**src/hdl/icv_pkg.sv**
```systemverilog
// icv_pkg: shared constants, stream widths and the ones'-complement fold
// for the internet checksum verifier; no dependencies
`timescale 1ns / 1ps
`default_nettype none

package icv_pkg;

    // pseudo-header mode codes, sampled on the first request of a segment
    localparam logic [1:0] MODE_PLAIN = 2'd0;
    localparam logic [1:0] MODE_IPV4  = 2'd1;
    localparam logic [1:0] MODE_IPV6  = 2'd2;

    localparam logic [15:0] ALL_ONES = 16'hFFFF;

    localparam int S_TDATA_W = 272;
    localparam int S_TUSER_W = 4;
    localparam int M_TDATA_W = 24;

    // end-around fold of a sum of up to 256 words; a non-zero input never folds to zero
    function automatic logic [15:0] fold_sum(input logic [23:0] v);
        logic [16:0] a;
        a = {1'b0, v[15:0]} + {9'd0, v[23:16]};
        return a[15:0] + {15'd0, a[16]};
    endfunction

endpackage

`default_nettype wire

```
**src/hdl/internet_checksum_verifier_unit.sv**
```systemverilog
// a last request passes from the input stage to the result register once the output is free;
// throughput one request per cycle, set by the running-sum update, while no last request
// waits on a stalled result. the result register frees the input side for non-last
// requests while a result waits. reset (aresetn low, synchronous) empties both stages
// and zeroes sum, held byte, odd flag, byte count and mode. uses icv_pkg and icv_pseudo_sum
`timescale 1ns / 1ps
`default_nettype none

module internet_checksum_verifier_unit #(
    parameter int LENGTH_BITS = 32
) (
    input  wire logic                           aclk,
    input  wire logic                           aresetn,
    input  wire logic                           s_axis_tvalid,
    output logic                                s_axis_tready,
    // data_byte, src_addr_high, src_addr_low, dst_addr_high, dst_addr_low, protocol_number
    input  wire logic [icv_pkg::S_TDATA_W-1:0]  s_axis_tdata,
    // operation[1:0], first, byte_valid
    input  wire logic [icv_pkg::S_TUSER_W-1:0]  s_axis_tuser,
    input  wire logic                           s_axis_tlast,
    output logic                                m_axis_tvalid,
    input  wire logic                           m_axis_tready,
    // checksum_ok, folded_sum, zero fill
    output logic [icv_pkg::M_TDATA_W-1:0]       m_axis_tdata
);

    logic [15:0] ph_sum;

    // input stage
    logic        s1_valid_reg, s1_valid_next;
    logic        s1_first_reg, s1_last_reg, s1_bvalid_reg;
    logic [1:0]  s1_op_reg;
    logic [7:0]  s1_byte_reg;
    logic [15:0] s1_ph_reg;

    // segment state
    logic [15:0]            sum_reg, sum_next;
    logic [7:0]             held_reg, held_next;
    logic                   odd_reg, odd_next;
    logic [LENGTH_BITS-1:0] count_reg, count_next;
    logic [1:0]             mode_reg, mode_next;

    // result register
    logic        m_valid_reg, m_valid_next;
    logic        ok_reg;
    logic [15:0] folded_reg;

    logic        in_take, out_free, s1_adv;
    logic [15:0] sum_base, word_add, pad_add, len_hi, len_lo, ph_add, sum_new;
    logic [7:0]  held_base, held_new;
    logic        odd_base, odd_new;
    logic [LENGTH_BITS-1:0] count_base, count_new;
    logic [31:0] count_ext;
    logic [23:0] total;

    icv_pseudo_sum u_pseudo_sum (
        .mode            (s_axis_tuser[1:0]),
        .src_addr_high   (s_axis_tdata[71:8]),
        .src_addr_low    (s_axis_tdata[135:72]),
        .dst_addr_high   (s_axis_tdata[199:136]),
        .dst_addr_low    (s_axis_tdata[263:200]),
        .protocol_number (s_axis_tdata[271:264]),
        .ph_sum          (ph_sum)
    );

    assign out_free      = !m_valid_reg || m_axis_tready;
    assign s1_adv        = s1_valid_reg && (!s1_last_reg || out_free);
    assign s_axis_tready = !s1_valid_reg || s1_adv;
    assign in_take       = s_axis_tvalid && s_axis_tready;
    assign s1_valid_next = in_take ? 1'b1 : (s1_adv ? 1'b0 : s1_valid_reg);

    always_comb begin
        mode_next  = s1_first_reg ? s1_op_reg : mode_reg;
        sum_base   = s1_first_reg ? 16'd0 : sum_reg;
        held_base  = s1_first_reg ? 8'd0 : held_reg;
        odd_base   = s1_first_reg ? 1'b0 : odd_reg;
        count_base = s1_first_reg ? '0 : count_reg;
        ph_add     = s1_first_reg ? s1_ph_reg : 16'd0;

        word_add = 16'd0;
        held_new = held_base;
        odd_new  = odd_base;
        if (s1_bvalid_reg) begin
            if (odd_base) begin
                word_add = {held_base, s1_byte_reg};
                held_new = 8'd0;
                odd_new  = 1'b0;
            end else begin
                held_new = s1_byte_reg;
                odd_new  = 1'b1;
            end
        end
        count_new = s1_bvalid_reg ? count_base + LENGTH_BITS'(1) : count_base;
        count_ext = 32'(count_new);

        // odd trailing byte padded with zero, then the length word(s) in ipv4 and ipv6 mode
        pad_add = (s1_last_reg && odd_new) ? {held_new, 8'h00} : 16'd0;
        len_hi  = 16'd0;
        len_lo  = 16'd0;
        if (s1_last_reg) begin
            case (mode_next)
                icv_pkg::MODE_IPV4: begin
                    len_lo = count_ext[15:0];
                end
                icv_pkg::MODE_IPV6: begin
                    len_hi = count_ext[31:16];
                    len_lo = count_ext[15:0];
                end
                default: begin
                    len_lo = 16'd0;
                end
            endcase
        end

        total = {8'd0, sum_base} + {8'd0, ph_add} + {8'd0, word_add}
              + {8'd0, pad_add} + {8'd0, len_hi} + {8'd0, len_lo};
        sum_new = icv_pkg::fold_sum(total);

        if (s1_last_reg) begin
            sum_next   = 16'd0;
            held_next  = 8'd0;
            odd_next   = 1'b0;
            count_next = '0;
        end else begin
            sum_next   = sum_new;
            held_next  = held_new;
            odd_next   = odd_new;
            count_next = count_new;
        end

        if (s1_adv && s1_last_reg) begin
            m_valid_next = 1'b1;
        end else if (m_axis_tready) begin
            m_valid_next = 1'b0;
        end else begin
            m_valid_next = m_valid_reg;
        end
    end

    always_ff @(posedge aclk) begin
        if (!aresetn) begin
            s1_valid_reg <= 1'b0;
            m_valid_reg  <= 1'b0;
            sum_reg      <= 16'd0;
            held_reg     <= 8'd0;
            odd_reg      <= 1'b0;
            count_reg    <= '0;
            mode_reg     <= icv_pkg::MODE_PLAIN;
        end else begin
            s1_valid_reg <= s1_valid_next;
            m_valid_reg  <= m_valid_next;
            if (s1_adv) begin
                sum_reg   <= sum_next;
                held_reg  <= held_next;
                odd_reg   <= odd_next;
                count_reg <= count_next;
                mode_reg  <= mode_next;
            end
        end
    end

    always_ff @(posedge aclk) begin
        if (in_take) begin
            s1_op_reg     <= s_axis_tuser[1:0];
            s1_first_reg  <= s_axis_tuser[2];
            s1_bvalid_reg <= s_axis_tuser[3];
            s1_last_reg   <= s_axis_tlast;
            s1_byte_reg   <= s_axis_tdata[7:0];
            s1_ph_reg     <= ph_sum;
        end
        if (s1_adv && s1_last_reg) begin
            ok_reg     <= (sum_new == icv_pkg::ALL_ONES);
            folded_reg <= sum_new;
        end
    end

    assign m_axis_tvalid = m_valid_reg;
    assign m_axis_tdata  = {7'd0, folded_reg, ok_reg};

endmodule

`default_nettype wire

```
**src/hdl/icv_pseudo_sum.sv**
```systemverilog
// icv_pseudo_sum: folded sum of the pseudo-header addresses and protocol
// for the ipv4 and ipv6 modes; uses icv_pkg
`timescale 1ns / 1ps
`default_nettype none

module icv_pseudo_sum (
    input  wire logic [1:0]  mode,
    input  wire logic [63:0] src_addr_high,
    input  wire logic [63:0] src_addr_low,
    input  wire logic [63:0] dst_addr_high,
    input  wire logic [63:0] dst_addr_low,
    input  wire logic [7:0]  protocol_number,
    output logic      [15:0] ph_sum
);

    logic [20:0] v6_sum;
    logic [18:0] v4_sum;
    logic [23:0] total;

    function automatic logic [17:0] sum4(input logic [63:0] v);
        logic [16:0] a;
        logic [16:0] b;
        a = {1'b0, v[63:48]} + {1'b0, v[47:32]};
        b = {1'b0, v[31:16]} + {1'b0, v[15:0]};
        return {1'b0, a} + {1'b0, b};
    endfunction

    always_comb begin
        v6_sum = {1'b0, {2'b0, sum4(src_addr_high)} + {2'b0, sum4(src_addr_low)}
                      + {2'b0, sum4(dst_addr_high)} + {2'b0, sum4(dst_addr_low)}}
                 + {13'd0, protocol_number};
        v4_sum = {3'd0, src_addr_low[31:16]} + {3'd0, src_addr_low[15:0]}
               + {3'd0, dst_addr_low[31:16]} + {3'd0, dst_addr_low[15:0]}
               + {11'd0, protocol_number};
        case (mode)
            icv_pkg::MODE_IPV4: total = {5'd0, v4_sum};
            icv_pkg::MODE_IPV6: total = {3'd0, v6_sum};
            default:            total = 24'd0;
        endcase
        ph_sum = icv_pkg::fold_sum(total);
    end

endmodule

`default_nettype wire

```
**config.mk**
```make
export PLATFORM = sky130hd
export DESIGN_NAME = internet_checksum_verifier_unit
export DESIGN_NICKNAME = d
export VERILOG_FILES = /design/src/hdl/icv_pkg.sv /design/src/hdl/internet_checksum_verifier_unit.sv /design/src/hdl/icv_pseudo_sum.sv
export SDC_FILE = /design/constraint.sdc
export NUM_CORES = 1
export LEC_CHECK = 0
export BUFFER_PORTS_ARGS = -buffer_cell sky130_fd_sc_hd__clkbuf_2
export CELL_PAD_IN_SITES_DETAIL_PLACEMENT = 1
export CELL_PAD_IN_SITES_GLOBAL_PLACEMENT = 1
export CORE_ASPECT_RATIO = 1.25
export CORE_MARGIN = 2
export CORE_UTILIZATION = 45
export DETAILED_ROUTE_END_ITERATION = 7
export GPL_TIMING_DRIVEN = 1
export PLACE_DENSITY = 0.93
export SETUP_SLACK_MARGIN = 0.2
export SLEW_MARGIN = 20
export SYNTH_ARGS = -nofsm -noshare
export SYNTH_HDL_FRONTEND = slang
export SYNTH_SLANG_ARGS = --single-unit
```
**constraint.sdc**
```tcl
create_clock -name aclk -period 20.6 [get_ports aclk]
set_clock_uncertainty 0.15 [all_clocks]
set_input_delay 4.12 -clock aclk [delete_from_list [all_inputs] [get_ports aclk]]
set_output_delay 4.12 -clock aclk [all_outputs]
set_load 0.02 [all_outputs]
```
Word level (Yosys, flattened, before mapping)
Index checks and enable logic that the tools add are counted.
{"block": "totals", "regBits": 107, "romBits": 0, "input_bits": 281, "latch_bits": 0, "word_cells": 90, "ram_bits": 0, "mem_count": 0}
{"block": "op_classes", "n_reduce_logical": 13, "n_bitwise": 0, "n_mul": 0, "magnitude_cmp": 0, "div": 0, "eq_ne": 5, "addsub": 30, "muxes": 27, "n_shift": 0}
{"op": "adder 16 x 16 -> 17 bit", "count": 10}
{"op": "two-way mux 16 bit", "count": 10}
{"op": "two-way mux 32 bit", "count": 3}
{"op": "adder 17 x 17 -> 18 bit", "count": 4}
{"op": "one-hot mux 21 bit (2 select lines)", "count": 1}
{"op": "adder 20 x 18 -> 20 bit", "count": 2}
{"op": "adder 19 x 16 -> 19 bit", "count": 2}
{"op": "adder 16 x 5 -> 17 bit", "count": 2}
{"op": "adder 16 x 1 -> 16 bit", "count": 2}
{"op": "adder 32 x 1 -> 32 bit, second input constant", "count": 1}
{"op": "two-way mux 8 bit", "count": 4}
{"op": "adder 20 x 16 -> 21 bit", "count": 1}
{"op": "adder 20 x 8 -> 21 bit", "count": 1}
{"op": "adder 19 x 16 -> 20 bit", "count": 1}
{"op": "adder 18 x 16 -> 19 bit", "count": 1}
{"op": "adder 18 x 18 -> 19 bit", "count": 1}
{"op": "adder 19 x 8 -> 19 bit", "count": 1}
{"op": "adder 17 x 16 -> 18 bit", "count": 1}
{"op": "equality test 16 bit, second input constant", "count": 1}
{"op": "two-way mux 1 bit", "count": 8}
{"op": "equality test 2 x 1 -> 1 bit, second input constant", "count": 2}
{"op": "equality test 2 bit, second input constant", "count": 2}
{"op": "logical AND 1 bit", "count": 4}
{"op": "nonzero test 2 bit", "count": 2}
{"op": "4 further kinds", "count": 8}

Longest topological paths before layout
Gate-level depths: netlist (run 1).
{"block": "depth", "depth_word": 11, "ltp_mapped": 56, "mapped_depth_nobuf": 56}

Cells and area by module
From an unflattened synthesis (run 1), not the netlist that was laid out.
{"block": "unflattened", "cells_unflattened": 2058, "hier_area_um2": 18511.5}
{"mod": "icv_pseudo_sum", "area_each_um2": 10113.4, "cells_per_inst": 1112, "n_inst": 1, "seq_area_each_um2": 0.0}
{"mod": "internet_checksum_verifier_unit", "area_each_um2": 8398.1, "cells_per_inst": 946, "n_inst": 1, "seq_area_each_um2": 2602.5}

Worst setup path before layout (run 1)
No wires, ideal clock.
{"block": "synth_timing", "kind": "in2reg", "start": "input port s_axis_tdata[10] (netlist name)", "end": "register s1_ph_reg[12] (data pin)", "path_slack_ns": 4.705, "setup_ns": 0.258, "arrival_ns": 15.488, "cell_stages": 54, "required_ns": 20.192, "path_cell_list": "inv_1 > fa_1 > inv_1 > fa_1 > fa_1 > inv_1 > fa_1 > inv_1 > ha_1 > fa_1 > a21o_1 > a21oi_1 > o21bai_1 > a21oi_1 > o21bai_1 > a21oi_1 > nor2b_1 > o21a_1 > [18 not listed] > o21a_1 > fa_1 > inv_1 > a21oi_1 > o21bai_1 > a21oi_1 > nor3_1 > nand3_1 > nor3_4 > nor3b_1 > ha_1 > ha_1 > nand2_1 > nor3_1 > nand3_1 > or3_1 > a21oi_2 > xnor2_1"}
{"block": "synth_via", "elab_chain_len": 9}
{"item": "from (decl)", "line_no": "internet_checksum_verifier_unit.sv:17", "text": "input wire logic [icv_pkg::S_TDATA_W-1:0] s_axis_tdata,"}
{"item": "adder 16 x 16 -> 17 bit", "line_no": "icv_pseudo_sum.sv:24", "text": "b = {1'b0, v[31:16]} + {1'b0, v[15:0]};"}
{"item": "adder 17 x 17 -> 18 bit", "line_no": "icv_pseudo_sum.sv:25", "text": "return {1'b0, a} + {1'b0, b};"}
{"item": "adder 18 x 18 -> 19 bit", "line_no": "icv_pseudo_sum.sv:29", "text": "v6_sum = {1'b0, {2'b0, sum4(src_addr_high)} + {2'b0, sum4(src_addr_low)}"}
{"item": "adder 20 x 18 -> 20 bit (2 in a row)", "line_no": "icv_pseudo_sum.sv:30", "text": "+ {2'b0, sum4(dst_addr_high)} + {2'b0, sum4(dst_addr_low)}}"}
{"item": "adder 20 x 8 -> 21 bit", "line_no": "icv_pseudo_sum.sv:31", "text": "+ {13'd0, protocol_number};"}
{"item": "one-hot mux 21 bit (2 select lines)", "line_no": "icv_pseudo_sum.sv:35", "text": "case (mode)"}
{"item": "adder 16 x 5 -> 17 bit", "line_no": "icv_pkg.sv:22", "text": "a = {1'b0, v[15:0]} + {9'd0, v[23:16]};"}
{"item": "adder 16 x 1 -> 16 bit", "line_no": "icv_pkg.sv:23", "text": "return a[15:0] + {15'd0, a[16]};"}
{"item": "net ph_sum[12]", "line_no": "internet_checksum_verifier_unit.sv:27", "text": "logic [15:0] ph_sum;"}
{"item": "to (signal assigned)", "line_no": "internet_checksum_verifier_unit.sv:169", "text": "s1_ph_reg <= ph_sum;"}
{"item": "to (decl)", "line_no": "internet_checksum_verifier_unit.sv:34", "text": "logic [15:0] s1_ph_reg;"}
The timed path passes the listed nets, and every way through them passes these cells.
A chain may end at the register's enable or synchronous reset.

Final worst setup path (run 1)
{"block": "layout_timing", "start": "input port s_axis_tdata[75] (netlist name)", "end": "register s1_ph_reg[12] (data pin)"}
{"block": "layout_via", "elab_chain_len": 9, "elab_cells_between_ends": 13, "cone_classes": "add/sub: 12; mux: 1"}
{"item": "adder 16 x 16 -> 17 bit", "line_no": "icv_pseudo_sum.sv:24, icv_pseudo_sum.sv:32"}
{"item": "adder 17 x 17 -> 18 bit", "line_no": "icv_pseudo_sum.sv:25"}
{"item": "adder 18 x 18 -> 19 bit", "line_no": "icv_pseudo_sum.sv:29"}
{"item": "adder 20 x 18 -> 20 bit (2 in a row)", "line_no": "icv_pseudo_sum.sv:30"}
{"item": "adder 20 x 8 -> 21 bit", "line_no": "icv_pseudo_sum.sv:31"}
{"item": "one-hot mux 21 bit (2 select lines) (*)", "line_no": "icv_pseudo_sum.sv:35"}
{"item": "adder 16 x 5 -> 17 bit (*)", "line_no": "icv_pkg.sv:22"}
{"item": "adder 16 x 1 -> 16 bit (*)", "line_no": "icv_pkg.sv:23"}
{"item": "net ph_sum[12]", "line_no": "internet_checksum_verifier_unit.sv:27"}
Mark *: on every way through the listed nets, which the timed path passes. The rest lies on a longest branch.

==> qor.txt, run 1 <==
Reg2reg start = s1_first_reg$_DFFE_PP_
GPL Wtd Cong = 0.897
Mapped Cells = 2085
Critical Path Fanout Max = 8
Die footprint = 43100 um^2
Adder-Cell Fraction of Synth Area = 40.0%
WL/cell = 20.7 um
Fin crit share = 82.9%
Synth area leader = fa_1
First-pass GRT wire length = 94700 um
Area of the multi-input gates = 14200 um^2
Hold Crit Start = sum_reg[0]$_SDFFE_PN0P_
Antenna viol nets, final = 0
Die Wd = 186 um
Layout Area Growth over Synthesis = 12.6%
Clock root cell = clkbuf_16
HPWL Detailed = 52700 um
XOR/XNOR Fraction of Synth Area = 6.94%
Top cells by area, synth = fa_1 31%, ha_1 8.9%, inv_1 8.8%
Hold Fails Final Rpt = 0
Area share of the largest cell type after synthesis = 31.1%
Post-Syn Area = 18700 um^2
CTS sink count = 107
Status = finished clean
Largest net degree at the start of global routing = 75
Placed Area = 20700 um^2
Hold Crit Class = flop to flop
FF-to-FF path depth = 39
CP max-delay cell = fa_1
Worst-Skew Late Latency = 370 ps
Initial DRC Count = 569
Largest family of logic cells by synthesized area = adder cells
Max Cap Viol = 0
Nets = 3059
Simple-Gate Fraction of Synth Area = 16.2%
GRT Total Usage = 28.4%
Worst-Margin Slew = 1010 ps
Vias in the first global route = 18600
Library cells used by synthesis = 97
Number of core rows = 83
Core area = 41000 um^2
Multiplexer area fraction after synthesis = 0.382%
RSZ-0062 raised after global routing = no
EDFF count, synth = 46
CP peak stage delay = 550 ps
CTS tree = built
Most used DFF post-synth = dfxtp_1
CP top delay family = adder cells
Cell count of the worst hold path = 2
Yosys warning count = 0
Setup slack, reg-to-reg = 9360 ps
Design area = 21000 um^2
Starting density of the core = 45.5%
Filler cells = 4912
Slew Limit Fails = 0
Detailed-route wire length = 60200 um
IO Pins = 307
Setup violations, final = 0
Setup WS pre-CTS = 3110 ps
Number of remaining DRC errors = 0
Post-CTS Setup Inserts = 0
CTS Buf Count = 9
Clk pin slew, worst setup/hold paths = 70 ps
Grt ovf = 0
H-tree Lvls = 3
DR vias/cell = 5.49
Crit path time final = 17090 ps
Post_cts resized = 0
Max FFs per register = 32
Final WS setup = 3510 ps
Die H = 232 um
Critical path class = input port to flop
Share of layout cells above drive strength 1 = 15.8%
Vias = 16000
Hold endpoint = sum_reg[0]$_SDFFE_PN0P_
Post-Route Setup TNS = 0 ps
Post-CTS Hold Buffers = 0
Peak Freq = 58.5 MHz
Antenna violations before repair = 1
Port buffer count = 299
WP buf/inv = 8
Most common cell after layout, fill and taps aside = inv_1
Sequential fraction of the synthesis area = 13.9%
FF+latch count, synth = 107
Register Area = 2600 um^2
FFs w/ async S/R, synth = 0%
Critical Path RT = 20580 ps
Critical Path Sink Type = flop
CP arrival = 17060 ps
Worst slew margin = 31.9%
Mean post-synth cell area = 8.95 um^2
Clock Tree Buf Depth = 2
Crit path top cell by count = fa_1
Crit path launch type = input port
Most frequent cells in the layout = 437 x inv_1, 299 x clkbuf_2, 290 x fa_1
First-pass iteration count of the detailed router = 5
Worst r2r dst = ok_reg$_DFFE_PP_
Synth Area in Compound Gates = 12.4%
-- cells in the mapped netlist (6+ instances only) --
| cell type | n |
|---|---|
| inv_1 | 437 |
| fa_1 | 290 |
| nand2_1 | 156 |
| ha_1 | 133 |
| nor2_1 | 96 |
| xnor2_1 | 87 |
| a21oi_1 | 86 |
| nor2b_1 | 71 |
| dfxtp_1 | 61 |
| nor3_1 | 54 |
| xor2_1 | 54 |
| o21ai_0 | 48 |
| edfxtp_1 | 46 |
| nand3_1 | 45 |
| a22oi_1 | 33 |
| clkbuf_1 | 33 |
| nand2b_1 | 32 |
| a21o_1 | 22 |
| and2_1 | 22 |
| o21bai_1 | 19 |
| and3_1 | 18 |
| o21a_1 | 17 |
| nand4_1 | 15 |
| or3_1 | 15 |
| a22o_1 | 10 |
| a211oi_1 | 8 |
| buf_1 | 8 |
| buf_4 | 8 |
| nor4_1 | 8 |
| or2_2 | 8 |
| o21ai_1 | 7 |
| a21boi_0 | 6 |
| mux2i_1 | 6 |
-- through the flow --
step,std cells,hold slack [ps],utilization [%]
after detailed placement,2896,322,50.5
final,2913,337,51.2
after CTS,2912,332,51.2
after global placement,2896,299,50.5
after floorplan,2091,284,-
after global routing,2913,376,51.2
-- worst max-delay path by stage --
| stage | cells past startpoint | endpoint | startpoint | slack, ps |
|---|---|---|---|---|
| floorplan | 54 | s1_ph_reg[12]$_DFFE_PP_ | s_axis_tdata[10] | 4700 |
| global placement | 55 | s1_ph_reg[12]$_DFFE_PP_ | s_axis_tdata[10] | 3880 |
| detailed placement | 54 | s1_ph_reg[12]$_DFFE_PP_ | s_axis_tdata[75] | 3110 |
| CTS | 54 | s1_ph_reg[12]$_DFFE_PP_ | s_axis_tdata[75] | 3510 |
| global route | 54 | s1_ph_reg[15]$_DFFE_PP_ | s_axis_tdata[75] | 2610 |
| finish | 54 | s1_ph_reg[12]$_DFFE_PP_ | s_axis_tdata[75] | 3510 |
-- layer usage --
metal | part of all wire, % | GRT usage [%] | vias up | wire [um]
met2 | 55 | 55.9 | 546 | 33300
met3 | 4.0 | 3.76 | 202 | 2400
met4 | 6.3 | 16.4 | 0 | 3800
li1 | - | - | 7238 | -
met1 | 34 | 27.6 | 7999 | 20600
met5 | 0 | 0 | - | 0
-- area by class of cell --
type	count	share of cell area [%]
diodes	1	0.0119
flip-flops and latches	107	12.4
clock buffers	10	1.09
inverters	437	7.80
repair buffers	307	7.40
multi-input cells	1493	67.6
clock inverters	6	0.423
well taps	552	3.29
-- logic make-up after synthesis --
kind of cell,count (synthesis)
AOI/OAI and AO/OA,330
xor gates and xnor gates,144
and+or+nand+nor,582
adders and majority gates,423
DFF,107
other,1
muxes,7
buffers and inverters,491
-- worst reg2reg max path, delay by kind of cell (launching register included) --
kind,cells,cell delay (ps)
and+or+nand+nor,20,4990
adders and majority gates,8,2880
AOI/OAI and AO/OA,6,1420
xor gates and xnor gates,3,810
buffers and inverters,2,420
DFF,1,360
Power of run 1 is not shown: default switching activity piles up to over one toggle a cycle in this logic, so the estimate is an artifact.
==> inputs of run 2 (changes only) <==
==> constraint.sdc (replaced) <==
create_clock -name aclk -period 17.25 [get_ports aclk]
set_clock_uncertainty 0.15 [all_clocks]
set_input_delay 3.45 -clock aclk [delete_from_list [all_inputs] [get_ports aclk]]
set_output_delay 3.45 -clock aclk [all_outputs]
set_load 0.02 [all_outputs]
==> qor.txt, run 2 (synthesized netlist as in run 1, its figures left out) <==
Vias in the first global route = 18300
Share of layout cells above drive strength 1 = 16.2%
Worst-Margin Slew = 1100 ps
Clock root cell = clkbuf_16
Filler cells = 4873
Cell count of the worst hold path = 2
Hold slack = 321 ps
Fin crit share = 94.5%
Number of remaining DRC errors = 0
Number of core rows = 83
Worst slew margin = 25.8%
GPL Wtd Cong = 0.890
Vias = 16000
Antenna violations before repair = 1
Max Cap Viol = 0
Grt ovf = 0
DR vias/cell = 5.48
Crit path launch type = input port
FF-to-FF path depth = 41
CTS sink count = 107
Critical path class = input port to flop
Clk pin slew, worst setup/hold paths = 80 ps
Largest net degree at the start of global routing = 75
Critical Path Sink Type = flop
Starting density of the core = 45.5%
HPWL Detailed = 52500 um
Core area = 41000 um^2
Die Wd = 186 um
Crit path top cell by count = fa_1
Nets = 3062
Critical Path Fanout Max = 8
Post-CTS Hold Buffers = 0
Setup slack, reg-to-reg = 6020 ps
H-tree Lvls = 3
Register Area = 2600 um^2
Peak Freq = 61.3 MHz
IO Pins = 307
Most frequent cells in the layout = 437 x inv_1, 299 x clkbuf_2, 290 x fa_1
Reg2reg start = s1_first_reg$_DFFE_PP_
Setup violations, final = 0
Hold Fails Final Rpt = 0
Hold endpoint = sum_reg[14]$_SDFFE_PN0P_
Hold Crit Start = sum_reg[14]$_SDFFE_PN0P_
Worst r2r dst = ok_reg$_DFFE_PP_
Die footprint = 43100 um^2
Max FFs per register = 32
Slew Limit Fails = 0
CP arrival = 16300 ps
Layout Area Growth over Synthesis = 12.7%
Most common cell after layout, fill and taps aside = inv_1
GRT Total Usage = 28.2%
First-pass iteration count of the detailed router = 5
Status = finished clean
CTS tree = built
WL/cell = 20.4 um
Area of the multi-input gates = 14200 um^2
Clock Tree Buf Depth = 2
Detailed-route wire length = 59500 um
First-pass GRT wire length = 93900 um
Worst-Skew Late Latency = 370 ps
CP peak stage delay = 580 ps
Initial DRC Count = 618
RSZ-0062 raised after global routing = no
Die H = 232 um
CTS Buf Count = 9
Hold Crit Class = flop to flop
CP max-delay cell = fa_1
Post-Route Setup TNS = 0 ps
Crit path time final = 16310 ps
Port buffer count = 299
Antenna viol nets, final = 0
Critical Path RT = 17240 ps
==> run 2: cell types whose count changed in the layout (fill, tap and decap cells not counted), moves of 2 or more <==
| cell | change |
|---|---|
| a21oi_1 | -2 |
| bufinv_16 | -2 |
| buf_4 | +3 |
| a21oi_2 | +2 |
| clkinv_4 | +2 |
==> run 2: how the worst max path moves through the flow <==
stage / from / to / cells past startpoint
4_1_cts: s_axis_tdata[11] / s1_ph_reg[12]$_DFFE_PP_ / 54
6_report: s_axis_tdata[11] / s1_ph_reg[12]$_DFFE_PP_ / 54
5_1_grt: s_axis_tdata[11] / s1_ph_reg[12]$_DFFE_PP_ / 54
3_3_place_gp: s_axis_tdata[10] / s1_ph_reg[12]$_DFFE_PP_ / 55
2_1_floorplan: s_axis_tdata[10] / s1_ph_reg[12]$_DFFE_PP_ / 54
3_5_place_dp: s_axis_tdata[11] / s1_ph_reg[12]$_DFFE_PP_ / 54
==> run 2: repair_timing <==
action | in CTS | in global routing
setup buffers | 0 | 2
setup endpoints to repair | 0 | 6
resized for setup | 0 | 6
==> run 2: layout make-up <==
| class | count | area share [%] |
|---|---|---|
| Sequential cell | 107 | 12.4 |
| Timing Repair Buffer | 310 | 7.51 |
| Clock buffer | 9 | 1.07 |
| Multi-Input combinational cell | 1493 | 67.7 |
| Tap cell | 552 | 3.28 |
| Clock inverter | 7 | 0.256 |
| Antenna cell | 1 | 0.0119 |
| Inverter | 437 | 7.80 |
==> run 2: routing by layer <==
metal  global-route usage, %  part of all wire, %
met2                    54.4                   55
met1                    28.0                   34
met3                    3.39                  4.2
met5                       0                    0
met4                    17.6                  7.0
==> run 2: critical path, delay by kind of cell <==
| kind | cells | cell delay (ps) |
|---|---|---|
| fa+ha+maj | 14 | 6010 |
| xor+xnor | 3 | 440 |
| buf+inv | 8 | 490 |
| compound gates | 18 | 3570 |
| simple gates | 11 | 2310 |
==> run 2: per-stage QoR <==
stage          utilization [%]  cells  setup slack (ps)  cell area, um^2
3_5_place_dp              50.5   2897               358            20700
5_1_grt                   51.3   2916               170            21000
6_report                  51.3   2916               940            21000
2_1_floorplan                -   2091              2020            18700
4_1_cts                   51.2   2913               738            21000
3_3_place_gp              50.5   2897              1190            20700
Power of run 2 is left out for the same reason.
